### src/rtl/pmi_pkg.sv
// Package with the shared types, codes and parameters of the point motion interpolator.
package pmi_pkg;

  localparam int NumPoints = 16;
  localparam int IdxW = 4;
  localparam int QDepth = 2;

  typedef enum logic [1:0] {
    OP_LOAD = 2'd0,
    OP_ADVANCE = 2'd1,
    OP_TWEEN = 2'd2,
    OP_NONE = 2'd3
  } op_t;

  typedef enum logic [1:0] {
    CFG_WRAP_W = 2'd0,
    CFG_WRAP_H = 2'd1,
    CFG_FILTER = 2'd2
  } cfg_idx_t;

  typedef enum logic [1:0] {
    FM_DIRECT = 2'd0,
    FM_INTERP = 2'd1,
    FM_EXTRAP = 2'd2
  } fmode_t;

  typedef struct packed {
    logic [1:0] op;
    logic [3:0] point_index;
    logic signed [31:0] pos_x;
    logic signed [31:0] pos_y;
    logic signed [31:0] vel_x;
    logic signed [31:0] vel_y;
    logic signed [31:0] acc_x;
    logic signed [31:0] acc_y;
    logic [8:0] fraction;
  } in_req_t;

  typedef struct packed {
    logic signed [31:0] disp_x;
    logic signed [31:0] disp_y;
    logic moved;
  } out_req_t;

  typedef struct packed {
    op_t op;
    logic null_item;
    logic [IdxW-1:0] idx;
    logic [31:0] pos_x;
    logic [31:0] pos_y;
    logic [31:0] vel_x;
    logic [31:0] vel_y;
    logic [31:0] acc_x;
    logic [31:0] acc_y;
    logic [8:0] frac;
  } cmd_t;

  typedef enum logic [3:0] {
    S_IDLE,
    S_RD,
    S_MOD0,
    S_MOD0W,
    S_UNWRAP,
    S_MUL,
    S_SUM,
    S_MOD1,
    S_MOD1W,
    S_OUT
  } bstate_t;

endpackage

### src/rtl/pmi_front.sv
// Front part: accepts requests, classifies them and queues commands for the back part.
module pmi_front import pmi_pkg::*; (
  input  logic    clk,
  input  logic    rst,
  input  in_req_t in_data,
  input  logic    in_valid,
  output logic    in_ready,
  output cmd_t    cmd,
  output logic    cmd_valid,
  input  logic    cmd_take
);

  cmd_t q [QDepth];
  logic wp, rp;
  logic [1:0] cnt;
  cmd_t c;
  logic push, pop;

  always_comb begin
    c.op = op_t'(in_data.op);
    c.null_item = ({1'b0, in_data.point_index} >= 5'(NumPoints));
    c.idx = in_data.point_index[IdxW-1:0];
    c.pos_x = in_data.pos_x;
    c.pos_y = in_data.pos_y;
    c.vel_x = in_data.vel_x;
    c.vel_y = in_data.vel_y;
    c.acc_x = in_data.acc_x;
    c.acc_y = in_data.acc_y;
    c.frac = (in_data.fraction > 9'd256) ? 9'd256 : in_data.fraction;
  end

  assign in_ready = (cnt != 2'(QDepth));
  assign push = in_valid && in_ready;
  assign cmd_valid = (cnt != 2'd0);
  assign pop = cmd_take && cmd_valid;
  assign cmd = q[rp];

  always_ff @(posedge clk) begin
    if (push) q[wp] <= c;
  end

  always_ff @(posedge clk) begin
    if (rst) begin
      wp <= 1'b0;
      rp <= 1'b0;
      cnt <= 2'd0;
    end else begin
      if (push) wp <= ~wp;
      if (pop) rp <= ~rp;
      cnt <= cnt + 2'(push) - 2'(pop);
    end
  end

endmodule

### config.mk
export PLATFORM = sky130hd
export DESIGN_NAME = pmi_front
export DESIGN_NICKNAME = d
export VERILOG_FILES = /design/src/rtl/pmi_pkg.sv /design/src/rtl/pmi_front.sv
export SDC_FILE = /design/constraint.sdc
export NUM_CORES = 1
export LEC_CHECK = 0
export ABC_AREA = 1
export BUFFER_PORTS_ARGS = -buffer_cell sky130_fd_sc_hd__clkbuf_2
export CAP_MARGIN = 20
export CORE_MARGIN = 3
export CORE_UTILIZATION = 32
export CTS_CLUSTER_DIAMETER = 80
export CTS_CLUSTER_SIZE = 16
export DETAILED_ROUTE_END_ITERATION = 8
export GPL_TIMING_DRIVEN = 0
export PLACE_DENSITY_LB_ADDON = 0.15
export SETUP_SLACK_MARGIN = 0.02
export SLEW_MARGIN = 20
export SYNTH_ARGS = -nofsm -noshare
export SYNTH_HDL_FRONTEND = slang
export SYNTH_SLANG_ARGS = --single-unit
### constraint.sdc
create_clock -name clk -period 15.75 [get_ports clk]
set_input_delay 1.575 -clock clk [delete_from_list [all_inputs] [get_ports clk]]
set_output_delay 1.575 -clock clk [all_outputs]
set_load 0.01 [all_outputs]
==> impl_summary.log <==
INFO  metric worst_setup_path_endpoint = cmd[114]
INFO  metric number_of_fill_cells_in_the_layout = 4451
INFO  metric worst_reg2reg_path_startpoint = cnt[0]
INFO  metric tritoncts.num_buffers = 34
INFO  metric place_congestion = 0.723
INFO  metric rsz0062_at_grt = false
INFO  metric max-clock-path-buffers = 3
INFO  metric antenna_left = 0
INFO  metric wire_length_of_the_first_global_routing_pass = 53600 um
INFO  metric highest_clock_rate = 284 MHz
INFO  metric vias_in_the_first_global_route = 8465
INFO  metric post-route-worst-setup-slack = 12.23 ns
INFO  metric crit-reg2reg-capture = q[0][90]
INFO  metric clock_power_share = 25.3%
INFO  metric slew_headroom = 57.6%
INFO  metric synth_largest_area_cell = sky130_fd_sc_hd__edfxtp_1
INFO  metric post_synthesis_to_final_layout_area_growth = 28.2%
INFO  metric synth_flop_cell = sky130_fd_sc_hd__edfxtp_1
INFO  metric core-area = 48200 um^2
INFO  metric synth_sequential_area_ratio = 79.3%
INFO  metric reg2reg_slack = 13.44 ns
INFO  metric synth_area = 15800 um^2
INFO  metric cts_htree_levels = 2
INFO  metric hold_viol_final = 0
INFO  metric grt_use_total = 13.6%
INFO  metric count_of_flip_flops_with_a_built_in_enable_after_synthesis = 414
INFO  metric design_area = 20300 um^2
INFO  metric sw_frac_of_total = 27.7%
INFO  metric fraction_of_the_mapped_netlist_area_in_simple_logic_gates = 0.847%
INFO  metric critPathMaxFanout = 10
INFO  metric tritoncts = yes
INFO  metric crit_path_cell_trace = buf_6 > buf_6 > buf_6 > mux2_4 > clkbuf_2
INFO  metric maximum_number_of_pins_on_one_net_before_global_route_repair = 24
INFO  metric yosys_register_bits = 419
INFO  metric fin_setup_tns = 0 ns
INFO  metric grt-ovfl-total = 0
INFO  metric cp-end-kind = output pin
INFO  metric worstSetupStartpointType = register
INFO  metric netlist_instances = 708
INFO  metric run_status = finished, final reports clean
INFO  metric core.rowCount = 80
INFO  metric fin_hold_ws = 0.500 ns
INFO  metric routed_wirelength = 35900 um
INFO  metric drt_first_pass_iters = 4
INFO  metric timing_max_transition_violations_final = 0
INFO  metric synth_async_sr_flop_share = 0%
INFO  metric synth_top_cell_area_share = 78.6%
INFO  metric max_slew.worst_pin.slew = 0.634 ns
INFO  metric die_w = 228 um
INFO  metric post_synthesis_share_of_cell_area_spent_on_full_adders_half_adders_and_majority_gates = 0.0791%
INFO  metric synth.yosys.warnings = 0
INFO  metric cts.clk_slew.worst_paths = 0.07 ns
INFO  metric port-buffer-count = 419
INFO  metric setup_viol_count_final = 0
INFO  metric pre_cts_ws = 12.23 ns
INFO  metric report.power.total = 3120 uW
INFO  metric cp_slowest_cell = sky130_fd_sc_hd__dfxtp_1
INFO  metric clock-root-buffer = sky130_fd_sc_hd__clkbuf_16
INFO  metric numClockSinks = 419
INFO  metric worst-endpoint-required = 14.18 ns
INFO  metric synth_top_family_by_area = multiplexers
INFO  metric floorplan.io_pins = 421
INFO  metric antenna_violations_before_repair = 4
INFO  metric ys_top_cells_by_area = sky130_fd_sc_hd__edfxtp_1, sky130_fd_sc_hd__mux2_4, sky130_fd_sc_hd__mux2_2, sky130_fd_sc_hd__buf_6, sky130_fd_sc_hd__dfxtp_1
INFO  metric post_drt_via_cell_ratio = 4.28
INFO  metric clock_latency = 0.54 ns
INFO  metric place_area = 19300 um^2
INFO  metric synth_compound_area_share = 0.0633%
INFO  metric power_per_cell_area = 154 nW/um^2
INFO  metric worst_r2r_path_depth = 8
INFO  metric final_net_count = 1397
INFO  metric hold-path-cell-count = 2
INFO  metric intPower = 2260 uW
INFO  metric area_used_by_multi_input_combinational_logic = 3000 um^2
INFO  metric post_synth_num_cell_types = 17
INFO  metric yosys.area_share.xor_xnor = 0.0554%
INFO  metric cts_setup_buffers = 0
INFO  metric die_h = 228 um
INFO  metric cts_hold_buf = 0
INFO  metric synth_mux_area_share = 17.8%
INFO  metric post_drt_wl_per_cell = 19.4 um
INFO  metric dr.first_iter.drc_count = 318
INFO  metric initial_utilization = 32.8%
INFO  metric post-synth-top-count-cell = sky130_fd_sc_hd__edfxtp_1
INFO  metric fin_skew = 0.0196 ns
INFO  metric ctsResizeCount = 0
INFO  metric fin_crit = 3.52 ns
INFO  metric syn_area_per_cell = 22.3 um^2
INFO  metric static_leak = 0.00788 uW
INFO  metric drive_above_1_share = 59.7%
INFO  metric max_cap_viol_count = 0
INFO  metric path_common_cell = sky130_fd_sc_hd__buf_6
INFO  metric arrival_time_at_the_worst_endpoint = 1.94 ns
INFO  metric drc_errors = 0
INFO  metric ir_drop = 116 uV
INFO  metric max_stage_delay = 0.32 ns
INFO  metric synth.top_cells.by_count = sky130_fd_sc_hd__edfxtp_1, sky130_fd_sc_hd__mux2_4, sky130_fd_sc_hd__mux2_2
INFO  metric portion_of_total_power_attributed_to_combinational_logic = 28.5%
INFO  metric detailroute.via_count = 7939
INFO  metric register_area = 12500 um^2
INFO  metric switchingPower = 865 uW
INFO  metric timing.setup.critical_path_class = reg2out
INFO  metric pwr-share-seq = 46.2%
INFO  metric min_path_type = reg2reg
INFO  metric mappedNetlistNets = 920
INFO  metric detailed_place_hpwl = 26400 um
INFO  metric final_min_period_over_clock_period = 22.3%
INFO  metric dieArea = 52100 um^2
## metal layers
metal | vias to the layer above | part of all wire (%) | GRT usage [%]
li1 | 3721 | - | -
met1 | 3932 | 39 | 15.5
met2 | 223 | 51 | 23.7
met3 | 59 | 7.3 | 4.65
met4 | 4 | 2.8 | 5.03
met5 | - | 0.075 | 0
## final cells by class
class / instances / share of cell area, %
tap: 656 / 4.05
multi-input combinational: 247 / 14.8
inverter: 17 / 0.315
clock inverter: 6 / 0.321
antenna: 2 / 0.0247
sequential: 419 / 61.8
clock buffer: 41 / 4.48
timing repair buffer: 441 / 13.0
buffer: 25 / 1.12
## per-stage QoR
step,instances,utilization (%)
global placement,1783,38.8
floorplan,708,-
CTS,1852,42.0
finish,1854,42.0
detailed placement,1805,40.0
global route,1853,42.0
## state kept, by name, summed over array words and instances (netlist names), named ones only
signal and cells:
cnt 2, q 414, rp 1, wp 1
## critical path: cells and delay by family (launching register included)
kind	cells	cell delay [ns]
flops	1	0.32
buf+inv	4	0.75
mux	1	0.31
## how the worst min path moves through the flow
stage                     start       end
after global routing         rp  register
after detailed placement     rp  register
after CTS                    rp  register
final                        rp  register
after global placement       rp        rp
after floorplan              rp  register
## kinds of logic (layout without fill, tap and decap cells)
kind of cell	count (synthesis)	after routing
compound gates	2	2
fa+ha+maj	1	1
mux	207	207
flops	419	419
other cells	1	3
buf+inv	42	530
simple gates	35	35
xor+xnor	1	1
## layout by cell type (no fill, tap or decap)
cell and count:
sky130_fd_sc_hd__xnor2_1 1, sky130_fd_sc_hd__nand3_1 1, sky130_fd_sc_hd__edfxtp_1 414, sky130_fd_sc_hd__clkinv_8 2, sky130_fd_sc_hd__inv_12 1, sky130_fd_sc_hd__clkinv_1 2
sky130_fd_sc_hd__nor2_4 2, sky130_fd_sc_hd__mux2_4 130, sky130_fd_sc_hd__inv_1 17, sky130_fd_sc_hd__a21oi_1 2, sky130_fd_sc_hd__clkbuf_1 6, sky130_fd_sc_hd__clkbuf_2 419
sky130_fd_sc_hd__diode_2 2, sky130_fd_sc_hd__clkbuf_8 1, sky130_fd_sc_hd__nor3_1 1, sky130_fd_sc_hd__buf_12 8, sky130_fd_sc_hd__buf_16 14, sky130_fd_sc_hd__buf_4 1
sky130_fd_sc_hd__buf_2 7, sky130_fd_sc_hd__conb_1 1, sky130_fd_sc_hd__ha_1 1, sky130_fd_sc_hd__nor2_1 21, sky130_fd_sc_hd__inv_6 1, sky130_fd_sc_hd__buf_6 16
sky130_fd_sc_hd__mux2_2 77, sky130_fd_sc_hd__clkbuf_16 35, sky130_fd_sc_hd__nand2_1 10, sky130_fd_sc_hd__dfxtp_1 5
## power by group through the flow
stage / Combinational, uW / Sequential [uW] / Clock [uW]
6_report: 889 / 1440 / 791
5_1_grt: 958 / 1460 / 861
4_1_cts: 919 / 1440 / 827
3_5_place_dp: 917 / 1470 / 0
3_3_place_gp: 848 / 1570 / 0
2_1_floorplan: 520 / 1520 / 0
Note: power is estimated with default switching activity, not from simulation.
